File: src/hw/rtl/sph_pkg.sv
// Types and constants for the symbol price hash table.
// Depends on nothing; used by the front, queue, back and top-level modules.
package sph_pkg;
	localparam int KEY_W = 64;
	localparam int PRICE_W = 48;
	localparam logic [31:0] FNV_BASIS = 32'd2166136261;
	localparam logic [31:0] FNV_MUL = 32'd16777619;
	localparam logic OP_SET = 1'b0;
	localparam logic OP_GET = 1'b1;
	localparam logic [1:0] ST_OK = 2'd0;
	localparam logic [1:0] ST_NEW = 2'd1;
	localparam logic [1:0] ST_FULL = 2'd2;

	typedef struct packed {
		logic op;
		logic [KEY_W-1:0] key;
		logic [PRICE_W-1:0] price;
		logic [31:0] hash;
	} req_t;

	typedef struct packed {
		logic found;
		logic [PRICE_W-1:0] price;
		logic [1:0] status;
	} resp_t;
endpackage

File: src/hw/rtl/sph_queue.sv
// Two-entry queue of hashed requests between the front and back parts.
// Depends on sph_pkg.
module sph_queue (
	input logic clk,
	input logic arst_n,
	input logic in_valid,
	output logic in_ready,
	input sph_pkg::req_t in_req,
	output logic out_valid,
	input logic out_ready,
	output sph_pkg::req_t out_req
);
	sph_pkg::req_t mem_q [2];
	logic wp_q;
	logic rp_q;
	logic [1:0] cnt_q;
	logic wr;
	logic rd;

	assign in_ready = cnt_q != 2'd2;
	assign out_valid = cnt_q != 2'd0;
	assign out_req = mem_q[rp_q];
	assign wr = in_valid && in_ready;
	assign rd = out_valid && out_ready;

	always_ff @(posedge clk or negedge arst_n) begin
		if (!arst_n) begin
			wp_q <= 1'b0;
			rp_q <= 1'b0;
			cnt_q <= '0;
		end else begin
			if (wr) wp_q <= !wp_q;
			if (rd) rp_q <= !rp_q;
			cnt_q <= cnt_q + {1'b0, wr} - {1'b0, rd};
		end
	end

	always_ff @(posedge clk) begin
		if (wr) mem_q[wp_q] <= in_req;
	end
endmodule

File: config.mk
export PLATFORM = sky130hd
export DESIGN_NAME = sph_queue
export DESIGN_NICKNAME = d
export VERILOG_FILES = /design/src/hw/rtl/sph_pkg.sv /design/src/hw/rtl/sph_queue.sv
export SDC_FILE = /design/constraint.sdc
export NUM_CORES = 1
export LEC_CHECK = 0
export BUFFER_PORTS_ARGS = -buffer_cell sky130_fd_sc_hd__buf_2
export CORE_UTILIZATION = 55
export DETAILED_ROUTE_END_ITERATION = 6
export PLACE_DENSITY = 0.88
export SETUP_SLACK_MARGIN = 0.15
export SYNTH_ARGS = -nofsm -noshare
export SYNTH_HDL_FRONTEND = slang
export SYNTH_SLANG_ARGS = --single-unit
File: constraint.sdc
create_clock -name clk -period 15.8 [get_ports clk]
set_input_delay 1.58 -clock clk [delete_from_list [all_inputs] [get_ports clk]]
set_output_delay 1.58 -clock clk [all_outputs]
set_load 0.005 [all_outputs]
* Word-level counts from Yosys, hierarchy flattened
Memory sizes are Yosys's and may differ from the RTL's.
Cells that the tools add are included.
** Storage, ports and cells
- Word-level logic and storage cells :: 14
- Register bits after elaboration :: 4
- Bits of input ports :: 149
- Memory bits (writable) :: 290
- Memories kept :: 1
** Memory list
- mem_q :: depth 2, width 145, read ports 1, clocked after Yosys merged registers in 0, wr ports 1, RTL line sph_queue.sv:13 : sph_pkg::req_t mem_q [2];
** Operators by class
- Equal/unequal tests :: 1
- Multiplexer cells :: 2
- Reduce and logical (&&, ||, !) cells :: 5
- Add/subtract/negate cells :: 2
** Operators with widths (count)
- $add 2x1->2 :: 1
- $logic_and 1x1->1 :: 2
- $logic_not 1->1 :: 2
- $mux 1 :: 2
- $ne 2x2->1 const B :: 1
- $reduce_bool 2->1 :: 1
- $sub 2x1->2 :: 1

* Logic depth before layout (Yosys ltp)
- Depth after elaboration :: 4
- Depth in mapped cells :: 5
- Gate-level depth less buffers :: 5

* Least setup slack after synthesis
Ideal clock, no wire load.
- Path kind :: input -> register
- From :: input in_valid
- To :: memory mem_q[0][0] (netlist bit), enable pin
- Slack :: 7.475 ns
- Required time :: 15.149 ns
- Stages on the path :: 2
- Data arrival time :: 7.674 ns
- Setup time :: 0.651 ns
- Cells stage by stage :: nand2_1 nor2_1
** On the way
- Longest elaborated chain between the ends :: 3
** Ends and longest elaborated chain
- start, declared :: RTL line sph_queue.sv:6 : input logic in_valid,
- $logic_and 1x1->1 :: RTL line sph_queue.sv:23 : assign wr = in_valid && in_ready;
- $mux 1 :: RTL line sph_queue.sv:39 : if (wr) mem_q[wp_q] <= in_req;
- $mux 1 (not written as such) :: RTL line sph_queue.sv:39
- end, declared :: RTL line sph_queue.sv:13
No other way between the ends.

==> metrics.cfg <==
[run_status]
outcome=finished clean

[clock_tree]
cts_resized=0
cts_htree_levels=1
cts.path.max_buffers=3
clock_latency_ns=0.53
post_cts_buffers=0
clk_pin_slew_ns=0.06
clock_sinks=294
numCtsBuffers=28
clockRootBuffer=clkbuf_16
hold_buffers=0
cts_tree=done

[global_route]
antenna_found_initial=3
grt-ovfl-total=0
grt_pass1_wl_um=29900
grt_pass1_vias=5670
grt_use_total_pct=19.9
grt_max_degree=87

[detailed_routing]
vias_per_cell=5.07
routed_wl_um=20500
num_vias=5421
drt_first_iter_violations=345
wire_per_inst_um=19.2
drtPass1Iterations=5
antenna_left=0
drc=0

[sta]
fmax_mhz=216
slew_headroom_pct=23.7
finalCritPeriodShare_pct=29.4
skew_ns=0.0133
fin_tns_setup_ns=0
maxSlewViolCount=0
worst_hold_slack_ns=0.549
rsz0062_at_grt=false
hold_viol_final=0
fin_crit_ns=4.64
worstMarginPinSlew_ns=1.14
setup_viol=0

[setup_path]
cp_max_fo=77
critPathTopFamily=flip-flops
cp-end-kind=output pin
cp_slowest_stage_delay_ns=1.08
cp_num_buf_inv=2
path_class=reg -> out
required_ns=14.22
cp_cell_sequence=buf_4 -> mux2_2 -> buf_2
slowest_stage=dfrtp_4
crit_arrival_ns=3.06
worstSetupStartpointType=flop

[pwr]
vdd_drop_max_mv=0.117
total_power_mw=2.40
power.static_leakage_nw=4.98
powerDensity_nw_per_um2=180

[synthesis]
yosys.area.top_type=edfxtp_1
syn_avg_cell_area_sq_um=22.7
synth-edff-count=290
ys_warn_count=0
ys_top_cells_by_count=edfxtp_1 (290), mux2_2 (145), buf_6 (14)
synth_flop_cell=edfxtp_1
yosysMostFrequentCell=edfxtp_1
yosysSeqAreaShare_pct=82.0
synth-async-reset-ratio_pct=1.36
syn_inst=473
syn_area_sq_um=10700
synth-seq-cells=294
yosys-top-cells-area=edfxtp_1 (81%), mux2_2 (15%), buf_6 (1.5%), dfrtp_1 (0.93%), xnor2_1 (0.24%)
synth_cell_types=18
synth_top_area_share_pct=81.1
syn_nets=623

[die]
num_rows=50
start_util_pct=56.8
pin_count=296
die_h_um=142
die_w_um=142
die_area_sq_um=20100
core_sq_um=18900

[final_layout]
fillCellCount=1185
synthToLayoutAreaGrowth_pct=24.0
layout.nets=937
drive_above_1_share_pct=60.4

[placed_design]
placement.io_buffers=295
dpl.hpwl_um=13400
routabilityCongestion=0.750

[run]
cap_violations=0

[hold_path]
holdCritPathClass=reg -> reg

==> layout by cell type, fill, tap and decap left out, drive strengths merged <==
cell,instances
a311oi,1
and3,1
buf,300
bufinv,3
clkbuf,31
clkinv,16
clkinvlp,1
dfrtp,4
diode,1
edfxtp,290
ha,1
mux2,145
nand2,2
nand2b,1
nand3,1
nor2,3
nor2b,1
nor4bb,1
o21ai,1
o21ba,1
or2,1
xnor2,3
==> final cells by class <==
class	count	area, sq um	area share, %
clock buffer	31	733	5.51
antenna	1	2.50	0.0188
sequential	294	8810	66.2
timing repair buffer	300	1510	11.4
tap	260	325	2.44
clock inverter	20	164	1.23
multi-input combinational	163	1770	13.3
==> metrics by stage <==
stage                     utilization [%]  area [sq um]  std cells  setup WS [ns]
after global placement               65.7         12400       1017          11.64
after CTS                            70.5         13300       1068          11.08
after floorplan                         -         10700        473           7.47
final                                70.5         13300       1069          11.16
after detailed placement             65.7         12400       1017          11.66
after global routing                 70.5         13300       1069          10.98
==> flip-flops by register name (all words and copies together), names as in the netlist <==
signal	cells
mem_q	290
cnt_q	2
rp_q	1
wp_q	1
==> cell families after synthesis <==
group                    after synthesis  synth area share [%]
AO/OA/AOI/OAI                          3                 0.221
XOR/XNOR                               3                 0.245
flip-flops                           294                  82.0
AND/OR/NAND/NOR                       11                 0.559
buffers and inverters                 16                  1.61
adder cells (fa/ha/maj)                1                 0.117
multiplexers                         145                  15.2
==> path summary, 6_finish.rpt <==
path	start	endpoint	slack, ns	depth (start not counted)
worst min-delay path	wp_q$_DFFE_PN0P_	wp_q$_DFFE_PN0P_	0.55	1
worst max-delay path	rp_q$_DFFE_PN0P_	out_req[87]	11.16	3
max in group asynchronous	arst_n	rp_q$_DFFE_PN0P_	14.78	1
worst max register to register	cnt_q[0]$_DFF_PN0_	mem_q[1][23]$_DFFE_PP_	13.00	3
worst min register to register	wp_q$_DFFE_PN0P_	wp_q$_DFFE_PN0P_	0.55	1
min in group asynchronous	arst_n	cnt_q[1]$_DFF_PN0_	0.87	1
==> layer usage <==
layer	routed length, um	vias to the layer above	GRT usage, %	share of wire, %
li1	-	2519	-	-
met1	7740	2617	22.2	38
met2	10400	236	35.6	51
met3	1710	45	6.34	8.3
met4	691	4	7.19	3.4
met5	24	-	0	0.12
==> power by group <==
group / leakage (nW) / total (mW) / internal [mW] / switching (mW)
sequential: 2.74 / 1.15 / 1.07 / 0.0815
clock: 0.439 / 0.643 / 0.380 / 0.263
combinational: 1.80 / 0.605 / 0.312 / 0.292
(Power assumes the default switching activity.)
