## config.mk

```make
export PLATFORM = sky130hd
export DESIGN_NAME = sph_front
export DESIGN_NICKNAME = d
export VERILOG_FILES = /design/src/hw/rtl/sph_pkg.sv /design/src/hw/rtl/sph_front.sv
export SDC_FILE = /design/constraint.sdc
export NUM_CORES = 1
export LEC_CHECK = 0
export ABC_AREA = 1
export BUFFER_PORTS_ARGS = -buffer_cell sky130_fd_sc_hd__buf_4
export CORE_ASPECT_RATIO = 0.8
export CORE_MARGIN = 4
export CORE_UTILIZATION = 55
export CTS_BUF_LIST = sky130_fd_sc_hd__clkbuf_8
export DETAILED_ROUTE_END_ITERATION = 16
export PLACE_DENSITY = 0.9
export SYNTH_ARGS = -nofsm -noshare
export SYNTH_HDL_FRONTEND = slang
export SYNTH_SLANG_ARGS = --single-unit
export TNS_END_PERCENT = 5
```

## constraint.sdc

```tcl
create_clock -name clk -period 7 [get_ports clk]
set_clock_uncertainty 0.15 [all_clocks]
set_input_delay 1.4 -clock clk [delete_from_list [all_inputs] [get_ports clk]]
set_output_delay 1.4 -clock clk [all_outputs]
set_load 0.01 [all_outputs]
```

## src/hw/rtl/sph_pkg.sv

```systemverilog
// Types and constants for the symbol price hash table.
// Depends on nothing; used by the front, queue, back and top-level modules.
package sph_pkg;
	localparam int KEY_W = 64;
	localparam int PRICE_W = 48;
	localparam logic [31:0] FNV_BASIS = 32'd2166136261;
	localparam logic [31:0] FNV_MUL = 32'd16777619;
	localparam logic OP_SET = 1'b0;
	localparam logic OP_GET = 1'b1;
	localparam logic [1:0] ST_OK = 2'd0;
	localparam logic [1:0] ST_NEW = 2'd1;
	localparam logic [1:0] ST_FULL = 2'd2;

	typedef struct packed {
		logic op;
		logic [KEY_W-1:0] key;
		logic [PRICE_W-1:0] price;
		logic [31:0] hash;
	} req_t;

	typedef struct packed {
		logic found;
		logic [PRICE_W-1:0] price;
		logic [1:0] status;
	} resp_t;
endpackage

```

## src/hw/rtl/sph_front.sv

```systemverilog
// Front part: accepts request words, trims the key and hashes it with FNV-1a.
// Depends on sph_pkg.
module sph_front #(
	parameter int KEY_BYTES = 8
) (
	input logic clk,
	input logic arst_n,
	input logic in_valid,
	output logic in_ready,
	input logic in_op,
	input logic [sph_pkg::KEY_W-1:0] in_symbol,
	input logic [sph_pkg::PRICE_W-1:0] in_price,
	output logic out_valid,
	input logic out_ready,
	output sph_pkg::req_t out_req
);
	localparam int NB = (KEY_BYTES < 8) ? KEY_BYTES : 8;
	localparam int CW = $clog2(NB + 1);

	logic busy_q;
	logic done_q;
	logic [CW-1:0] idx_q;
	logic [CW-1:0] len_q;
	sph_pkg::req_t req_q;
	logic [sph_pkg::KEY_W-1:0] key_c;
	logic [CW-1:0] len_c;
	logic stop_c;
	logic [7:0] byte_c;
	logic [31:0] mul_c;

	always_comb begin
		key_c = '0;
		len_c = CW'(NB);
		stop_c = 1'b0;
		for (int i = 0; i < NB; i++) begin
			if (!stop_c && in_symbol[8*i +: 8] == 8'd0) begin
				stop_c = 1'b1;
				len_c = CW'(i);
			end
			if (!stop_c) begin
				key_c[8*i +: 8] = in_symbol[8*i +: 8];
			end
		end
	end

	assign byte_c = req_q.key[8*idx_q +: 8];
	assign mul_c = (req_q.hash ^ {24'd0, byte_c}) * sph_pkg::FNV_MUL;
	assign in_ready = !busy_q && !done_q;
	assign out_valid = done_q;
	assign out_req = req_q;

	always_ff @(posedge clk or negedge arst_n) begin
		if (!arst_n) begin
			busy_q <= 1'b0;
			done_q <= 1'b0;
			idx_q <= '0;
			len_q <= '0;
		end else begin
			if (in_valid && in_ready) begin
				busy_q <= 1'b1;
				idx_q <= '0;
				len_q <= len_c;
			end else if (busy_q) begin
				if (idx_q == len_q) begin
					busy_q <= 1'b0;
					done_q <= 1'b1;
				end else begin
					idx_q <= idx_q + 1'b1;
				end
			end else if (done_q && out_ready) begin
				done_q <= 1'b0;
			end
		end
	end

	always_ff @(posedge clk) begin
		if (in_valid && in_ready) begin
			req_q.op <= in_op;
			req_q.key <= key_c;
			req_q.price <= in_price;
			req_q.hash <= sph_pkg::FNV_BASIS;
		end else if (busy_q && idx_q != len_q) begin
			req_q.hash <= mul_c;
		end
	end
endmodule

```

## After elaboration in Yosys (flattened, before gate mapping)

Cells that the tools add are included.

| word-level totals | value |
|---|---|
| bits in registers | 155 |
| logic and storage cells | 81 |
| output and inout port bits | 147 |

| cells by class | value |
|---|---|
| $mul | 1 |
| shifts and indexed selects | 1 |
| bitwise gates (word level) | 2 |
| mux-type cells | 25 |
| add/subtract/negate cells | 1 |
| reductions and logical operators | 32 |
| equal/unequal tests | 4 |

Operators by type and width:

| operator | count |
|---|---|
| $logic_not 8->1 | 8 |
| $shiftx 64x8->8 | 1 |
| $mux 4 | 11 |
| $mul 32x25->32 const B | 1 |
| $xor 32x8->32 | 1 |
| $mux 1 | 14 |
| $logic_and 1x1->1 | 11 |
| $logic_not 1->1 | 9 |
| $add 4x1->4 const B | 1 |
| $eq 4x4->1 | 1 |
| $ne 4x4->1 | 1 |
| $reduce_bool 2->1 | 2 |
| $reduce_and 3->1 | 1 |
| $ne 2x1->1 const B | 1 |
| $ne 2x2->1 const B | 1 |
| $reduce_and 2->1 | 1 |
| $not 1->1 | 1 |

## Logic depth before layout (Yosys ltp)

Gate-level depths: netlist (run 1).

| logic depth | value |
|---|---|
| depth after elaboration | 23 |
| gate-level depth with buffers | 33 |
| depth with buffers taken out | 32 |

## Least setup slack after synthesis (run 1)

OpenSTA, ideal clock, no wires.

| path | value |
|---|---|
| path kind | input-to-reg |
| from | in in_valid |
| to | reg len_q[0] |
| stages | 4 |
| arrival time | 5.171 ns |
| setup slack | 1.362 ns |
| required time | 6.534 ns |
| library setup time | 0.316 ns |
| path through | nand2_1 > inv_1 > clkbuf_1 > a31oi_1 |

| on the way | value |
|---|---|
| cells in the longest elaborated chain, start to end | 1 |

Ends and longest elaborated chain:

| element | line | text |
|---|---|---|
| from (decl) | sph_front.sv:8 | `input logic in_valid,` |
| $logic_and 1x1->1 | sph_front.sv:59 | `if (in_valid && in_ready) begin` |
| to (signal assigned) | sph_front.sv:62 | `len_q <= len_c;` |
| to (decl) | sph_front.sv:23 | `logic [CW-1:0] len_q;` |

Every way passes these cells.
A chain may end at the register's enable or synchronous reset.

## Final worst setup path (run 1)

| path | value |
|---|---|
| from | reg idx_q[1] |
| to | reg req_q (netlist bit out_req[30]) |

| on the way | value |
|---|---|
| cells in the longest elaborated chain, start to end | 3 |
| elaborated cells between the ends (all ways) | 5 |

Ends and longest elaborated chain:

| element | line | text |
|---|---|---|
| from (decl) | sph_front.sv:22 | `logic [CW-1:0] idx_q;` |
| from (signal assigned) | sph_front.sv:68 | `idx_q <= idx_q + 1'b1;` |
| $shiftx 64x8->8 | sph_front.sv:46 | `assign byte_c = req_q.key[8*idx_q +: 8];` |
| $xor 32x8->32 | sph_front.sv:47 | `assign mul_c = (req_q.hash ^ {24'd0, byte_c}) * sph_pkg::FNV_MUL;` |
| $mul 32x25->32 | sph_front.sv:47 |  |
| to (decl) | sph_front.sv:24 | `sph_pkg::req_t req_q;` |

Parallel ways exist; a longest one is shown, timed or not.

==> results of run 1 <==
==> kinds of logic (layout without fill, tap and decap cells) <==
| group | after synthesis | in the layout | synth area share [%] |
|---|---|---|---|
| simple gates | 414 | 414 | 14.13 |
| buf+inv | 348 | 622 | 11.08 |
| fa+ha+maj | 258 | 258 | 30.11 |
| compound gates | 166 | 166 | 7.895 |
| flops | 155 | 155 | 34.09 |
| xor+xnor | 34 | 34 | 2.698 |
==> final cells by class <==
| class | instances | area (um2) | area share, % |
|---|---|---|---|
| Clock buffer | 17 | 234.0 | 1.537 |
| Clock inverter | 15 | 190.2 | 1.250 |
| Inverter | 320 | 1211 | 7.958 |
| Multi-Input combinational cell | 872 | 6890 | 45.27 |
| Sequential cell | 155 | 4284 | 28.15 |
| Tap cell | 306 | 382.9 | 2.516 |
| Timing Repair Buffer | 270 | 2027 | 13.32 |
==> flip-flops by register name, indices dropped and copies added, names as in the netlist <==
name / flops
busy_q: 1
out_valid: 1
out_req: 145
idx_q: 4
len_q: 4
==> metal layers <==
metal	global-route usage, %	wire length [um]	part of all wire [%]	up-vias
li1	-	-	-	4959
met1	35.67	13890	38	5019
met2	50.66	18120	50	552
met3	5.029	2967	8.2	97
met4	11.60	1302	3.6	0
met5	0	0	0	-
==> tightest hold or removal path, cell delays in order, from the launching register on <==
cell	delay, ps
dfxtp_1	340
inv_1	80
o21ai_1	70
==> metrics by stage <==
| step | worst slack, ps | hold WS [ps] | utilization [%] | cells | cell area, um2 |
|---|---|---|---|---|---|
| after floorplan | 1362 | 327.7 | - | 1375 | 12570 |
| after global placement | 641.1 | 346.7 | 65.76 | 1923 | 14800 |
| after detailed placement | 573.1 | 362.9 | 65.76 | 1923 | 14800 |
| after CTS | 517.6 | 378.4 | 67.64 | 1955 | 15220 |
| after global routing | 98.80 | 417.5 | 67.64 | 1955 | 15220 |
| final | 452.7 | 379.4 | 67.64 | 1955 | 15220 |
==> final timing paths <==
path	startpoint	end	slack, ps	cells past startpoint
worst min-delay path	out_req[3]$_SDFFE_PP0P_	out_req[3]$_SDFFE_PP0P_	380	2
worst min register to register	out_req[3]$_SDFFE_PP0P_	out_req[3]$_SDFFE_PP0P_	380	2
worst max-delay path	idx_q[1]$_DFFE_PN0P_	out_req[30]$_SDFFE_PP0P_	450	26
min in group asynchronous	arst_n	idx_q[2]$_DFFE_PN0P_	580	1
worst max register to register	idx_q[1]$_DFFE_PN0P_	out_req[30]$_SDFFE_PP0P_	450	26
max in group asynchronous	arst_n	idx_q[0]$_DFFE_PN0P_	5960	1
==> placed cells by master (no fill, tap or decap), drive strengths merged <==
| cell | n |
|---|---|
| inv | 327 |
| buf | 270 |
| ha | 184 |
| nand2 | 164 |
| nor2 | 159 |
| edfxtp | 113 |
| fa | 74 |
| o21ai | 73 |
| a21oi | 52 |
| nand3 | 49 |
| dfxtp | 32 |
| nand4 | 19 |
| xor2 | 19 |
| clkbuf | 17 |
| xnor2 | 15 |
| nor3 | 10 |
| dfrtp | 10 |
| o221ai | 9 |
| o21bai | 7 |
| clkinv | 7 |
| o211ai | 7 |
| nor4 | 6 |
| a31oi | 4 |
| or2 | 4 |
| nand3b | 3 |
| o22ai | 2 |
| o22a | 2 |
| o21a | 2 |
| a21o | 2 |
| a21boi | 2 |
| a22oi | 1 |
| a31o | 1 |
| o31ai | 1 |
| a22o | 1 |
| clkinvlp | 1 |
==> reports/results.ini, run 1 <==
[cts]
cts_hold_buffers = 0
h-tree-depth = 4
post-cts-setup-buffers = 0
cts_tree = yes
cts_sinks = 155
root_buffer = clkbuf_8
clk_latency_ps = 480
post_cts_resized = 0
cts_buffer_depth = 2
path_clk_slew_ps = 110
cts_buffers = 17

[setup_path]
cp.required_ps = 7240
critPathTopFamily = adder cells
cp_max_fo = 24
critPathArrivalTime_ps = 6790
cp_num_buf_inv = 5
path_class = register to register
cpMostUsedCell = ha_1
end_kind = register
critPathSlowestCell = dfrtp_1
crit_path_max_incr_delay_ps = 880
cp-start-kind = register

[global_route]
grt_pass1_wl_um = 56950
grt_max_degree = 77
antenna_found_initial = 0
grt_util_all_layers_pct = 28.88
grt_overflow = 0
first_global_vias = 10866

[die]
dieArea_mm2 = 0.02535
die_h_um = 143.2
die_x_um = 177
pin_count = 264
initial_utilization_pct = 55.85
coreArea_mm2 = 0.02250
rows = 49

[yosys]
syn_area_mm2 = 0.01257
synthTopCellsByArea = edfxtp_1 (27%), ha_1 (18%), fa_1 (12%), inv_1 (9.3%), dfxtp_1 (5.1%)
synth.distinct_cells = 54
ys.flop_type = edfxtp_1
netlist_instances = 1375
synth_edf_count = 113
ys_ff_latch = 155
synth_top_cell_by_area = edfxtp_1
synth.most_common_cell = inv_1
synth_common_cells = inv_1 (311), ha_1 (184), nand2_1 (159)
synth_top_area_share_pct = 27.00
synth_fp_nets = 1750
synthArstFlopShare_pct = 6.452
ys_warn_count = 0
synth_area_per_cell_um2 = 9.140
yosysSeqAreaShare_pct = 34.09

[drt]
drtIter0Drc = 966
drtPass1Iterations = 6
wl_um = 36280
drtAntennaViolNets = 0
wl_per_cell_um = 18.56
vias_per_cell = 5.436
drc = 0
num_vias = 10627

[timing]
rsz0062_at_grt = no
fin_crit_ps = 6547
max_freq_mhz = 152.7
finalSetupViolCount = 0
timing_hold_violations_final = 0
tightestPinTransition_ps = 1023
setup-tns-final_ps = 0
finalCritPeriodShare_pct = 93.53
drv_slew = 0
max_slew_margin_pct = 31.83

[placed_design]
numPortBuffers = 263
dp_hpwl_um = 29240
gp_congestion = 0.9919

[cells_and_area]
fin_nets = 2011
diodes = 0
fillers = 1755
area_growth_pct = 21.11
drive_gt1_share_pct = 20.98

[run_status]
status = completed

[job]
max_cap_viol_count = 0

[worst_hold_path]
hold_path_class = register to register

Power of run 1 is not shown: default switching activity piles up to over one toggle a cycle in this logic, so the estimate is an artifact.
==> run 2: changes to the inputs <==
ABC_AREA = 0   (was 1)
CTS_BUF_LIST = sky130_fd_sc_hd__clkbuf_16   (was sky130_fd_sc_hd__clkbuf_8)
PLACE_DENSITY = 0.91   (was 0.9)
==> run 2 against run 1 <==
Compared with the run above: sequential share of layout area up 0.76 points; critical path type unchanged; global-route usage down 0.77 points; highest routed layer unchanged; register-to-register slack worse by 110 ps.
==> reports/results.ini, run 2 <==
[yosys]
netlist_instances = 1060  ; -23%
synth_area_per_cell_um2 = 11.30  ; +24%
synth_top_cell_by_area = edfxtp_1
ys_warn_count = 0  ; unchanged
synth.distinct_cells = 74  ; +37%
synth_fp_nets = 1435  ; -18%
synthTopCellsByArea = edfxtp_1 (28%), ha_1 (19%), fa_1 (12%), inv_1 (6.5%), dfxtp_1 (5.3%)
ys.flop_type = edfxtp_1
synth_common_cells = inv_1 (206), ha_1 (184), edfxtp_1 (113)
synth_top_area_share_pct = 28.32  ; +1.3 points
synthArstFlopShare_pct = 6.452  ; unchanged
ys_ff_latch = 155  ; unchanged
synth.most_common_cell = inv_1
syn_area_mm2 = 0.01198  ; -4.7%
yosysSeqAreaShare_pct = 35.76  ; +1.7 points
synth_edf_count = 113  ; unchanged

[setup_path]
cp_max_fo = 14  ; -42%
critPathArrivalTime_ps = 6830  ; +40 ps
end_kind = register
critPathSlowestCell = mux4_2
cp-start-kind = register
cp.required_ps = 7170  ; -70 ps
path_cells = buf_12 > mux4_2 > mux2i_4 > nor2_4 > xor2_1 > ha_1 > ha_1 > fa_1 > ha_1 > inv_1 > fa_1 > inv_1 > ha_1 > inv_1 > fa_1 > inv_1 > ha_1 > a21oi_1 > o21a_1 > nand2b_1 > o311ai_2 > o2111ai_1 > nand3_1 > a32o_1
path_class = register to register
cpMostUsedCell = ha_1
crit_path_max_incr_delay_ps = 560  ; -320 ps

[cells_and_area]
fin_nets = 1692  ; -16%
drive_gt1_share_pct = 26.17  ; +5.2 points
area_growth_pct = 23.70
final_cell_mix = buf_4 (272), inv_1 (207), ha_1 (184)
fillers = 1489  ; -15%
final_common_cell = buf_4
largest_reg_flops = 145  ; unchanged
diodes = 0  ; unchanged

[drt]
drtPass1Iterations = 5  ; -1
num_vias = 9233  ; -13%
wl_um = 33760  ; -6.9%
drtIter0Drc = 644  ; -33%
wl_per_cell_um = 21.04  ; +13%
drtAntennaViolNets = 0  ; unchanged
drc = 0  ; unchanged
vias_per_cell = 5.753  ; +5.8%

[cts]
h-tree-depth = 4  ; unchanged
clk_latency_ps = 430  ; -50 ps
cts_buffer_depth = 2  ; unchanged
path_clk_slew_ps = 60  ; -50 ps
root_buffer = clkbuf_16
cts_tree = yes
post-cts-setup-buffers = 0  ; unchanged
cts_sinks = 155  ; unchanged
cts_buffers = 17  ; unchanged

[timing]
fin_crit_ps = 6662  ; +114.5 ps
drv_slew = 0  ; unchanged
max_freq_mhz = 150.1  ; -1.7%
max_slew_margin_pct = 30.46  ; -1.4 points
finalWorstSetupSlack_ps = 338.2  ; -114.5 ps
tightestPinTransition_ps = 1043  ; +20.53 ps
rsz0062_at_grt = no
finalSetupViolCount = 0  ; unchanged
timing_hold_violations_final = 0  ; unchanged
finalCritPeriodShare_pct = 95.17  ; +1.6 points
setup-tns-final_ps = 0  ; unchanged

[job]
max_cap_viol_count = 0  ; unchanged

[worst_hold_path]
hold_path_class = register to register

[placed_design]
pre_cts_slack_ps = 259.6  ; -313.6 ps
numPortBuffers = 263  ; unchanged
dp_hpwl_um = 26780  ; -8.4%
gp_congestion = 0.9294  ; -6.3%

[global_route]
grt_overflow = 0  ; unchanged
grt_max_degree = 81  ; +5.2%
grt_util_all_layers_pct = 28.11  ; -0.77 points
antenna_found_initial = 0  ; unchanged
first_global_vias = 9787  ; -9.9%
grt_pass1_wl_um = 53090  ; -6.8%

[die]
rows = 48  ; -2.0%
die_x_um = 173.0  ; -2.3%
initial_utilization_pct = 55.73  ; -0.13 points
coreArea_mm2 = 0.02150  ; -4.4%
die_h_um = 140.0  ; -2.2%
dieArea_mm2 = 0.02422  ; -4.4%
pin_count = 264  ; unchanged

[run_status]
status = completed

==> run 2: layout make-up <==
class                           count  area, um2  area share, %
Multi-Input combinational cell    663       6782          45.75
Sequential cell                   155       4284          28.90
Clock buffer                       17      425.4          2.870
Tap cell                          275      344.1          2.321
Timing Repair Buffer              273       2062          13.91
Inverter                          207      779.5          5.259
Clock inverter                     15      145.1         0.9792
==> run 2: logic make-up (layout without fill, tap and decap cells) <==
logic type	Yosys count	in the layout	share of synthesized area (%)
XOR/XNOR	52	52	4.334
multiplexers	24	24	3.780
AND/OR/NAND/NOR	210	210	9.419
buffers and inverters	242	512	7.926
adder cells (fa/ha/maj)	258	258	31.58
flip-flops	155	155	35.76
AO/OA/AOI/OAI	119	119	7.206
==> run 2: final timing paths <==
kind,startpoint,endpoint,slack [ps],cells past startpoint
hold reg to reg,out_req[3]$_SDFFE_PP0P_,out_req[3]$_SDFFE_PP0P_,360,2
min in group asynchronous,arst_n,out_valid$_DFFE_PN0P_,650,1
setup / recovery,idx_q[0]$_DFFE_PN0P_,out_req[30]$_SDFFE_PP0P_,340,24
hold / removal,out_req[3]$_SDFFE_PP0P_,out_req[3]$_SDFFE_PP0P_,360,2
setup reg to reg,idx_q[0]$_DFFE_PN0P_,out_req[30]$_SDFFE_PP0P_,340,24
max in group asynchronous,arst_n,idx_q[3]$_DFFE_PN0P_,5880,1
==> run 2: stage by stage <==
stage / instance area (um2) / util [%] / hold slack, ps / instances
6_report: 14820 / 68.94 / 358.7 / 1605
4_1_cts: 14790 / 68.78 / 367.7 / 1605
3_5_place_dp: 14220 / 66.13 / 354.1 / 1573
3_3_place_gp: 14220 / 66.13 / 342.0 / 1573
5_1_grt: 14820 / 68.94 / 385.7 / 1605
2_1_floorplan: 11980 / - / 320.2 / 1060
==> run 2: repair_timing <==
action / 4_1_cts / 5_1_grt
hold buffers: 0 / 0
gates resized for setup: 0 / 4
setup endpoints to repair: 0 / 7
==> run 2: worst max-delay path: cells and delay by family (launching register included) <==
| family | cells | cell delay, ps |
|---|---|---|
| simple gates | 3 | 340 |
| xor+xnor | 1 | 330 |
| buf+inv | 5 | 390 |
| mux | 2 | 740 |
| fa+ha+maj | 8 | 2930 |
| compound gates | 5 | 1190 |
| flops | 1 | 480 |
==> run 2: routing by layer <==
layer | global-route usage (%) | routed length (um) | share of wire [%] | vias to the layer above
li1 | - | - | - | 4126
met1 | 32.88 | 12400 | 37 | 4519
met2 | 50.58 | 17410 | 52 | 491
met3 | 5.990 | 2501 | 7.4 | 97
met4 | 11.67 | 1447 | 4.3 | 0
met5 | 0 | 0 | 0 | -
Power of run 2 is left out for the same reason.
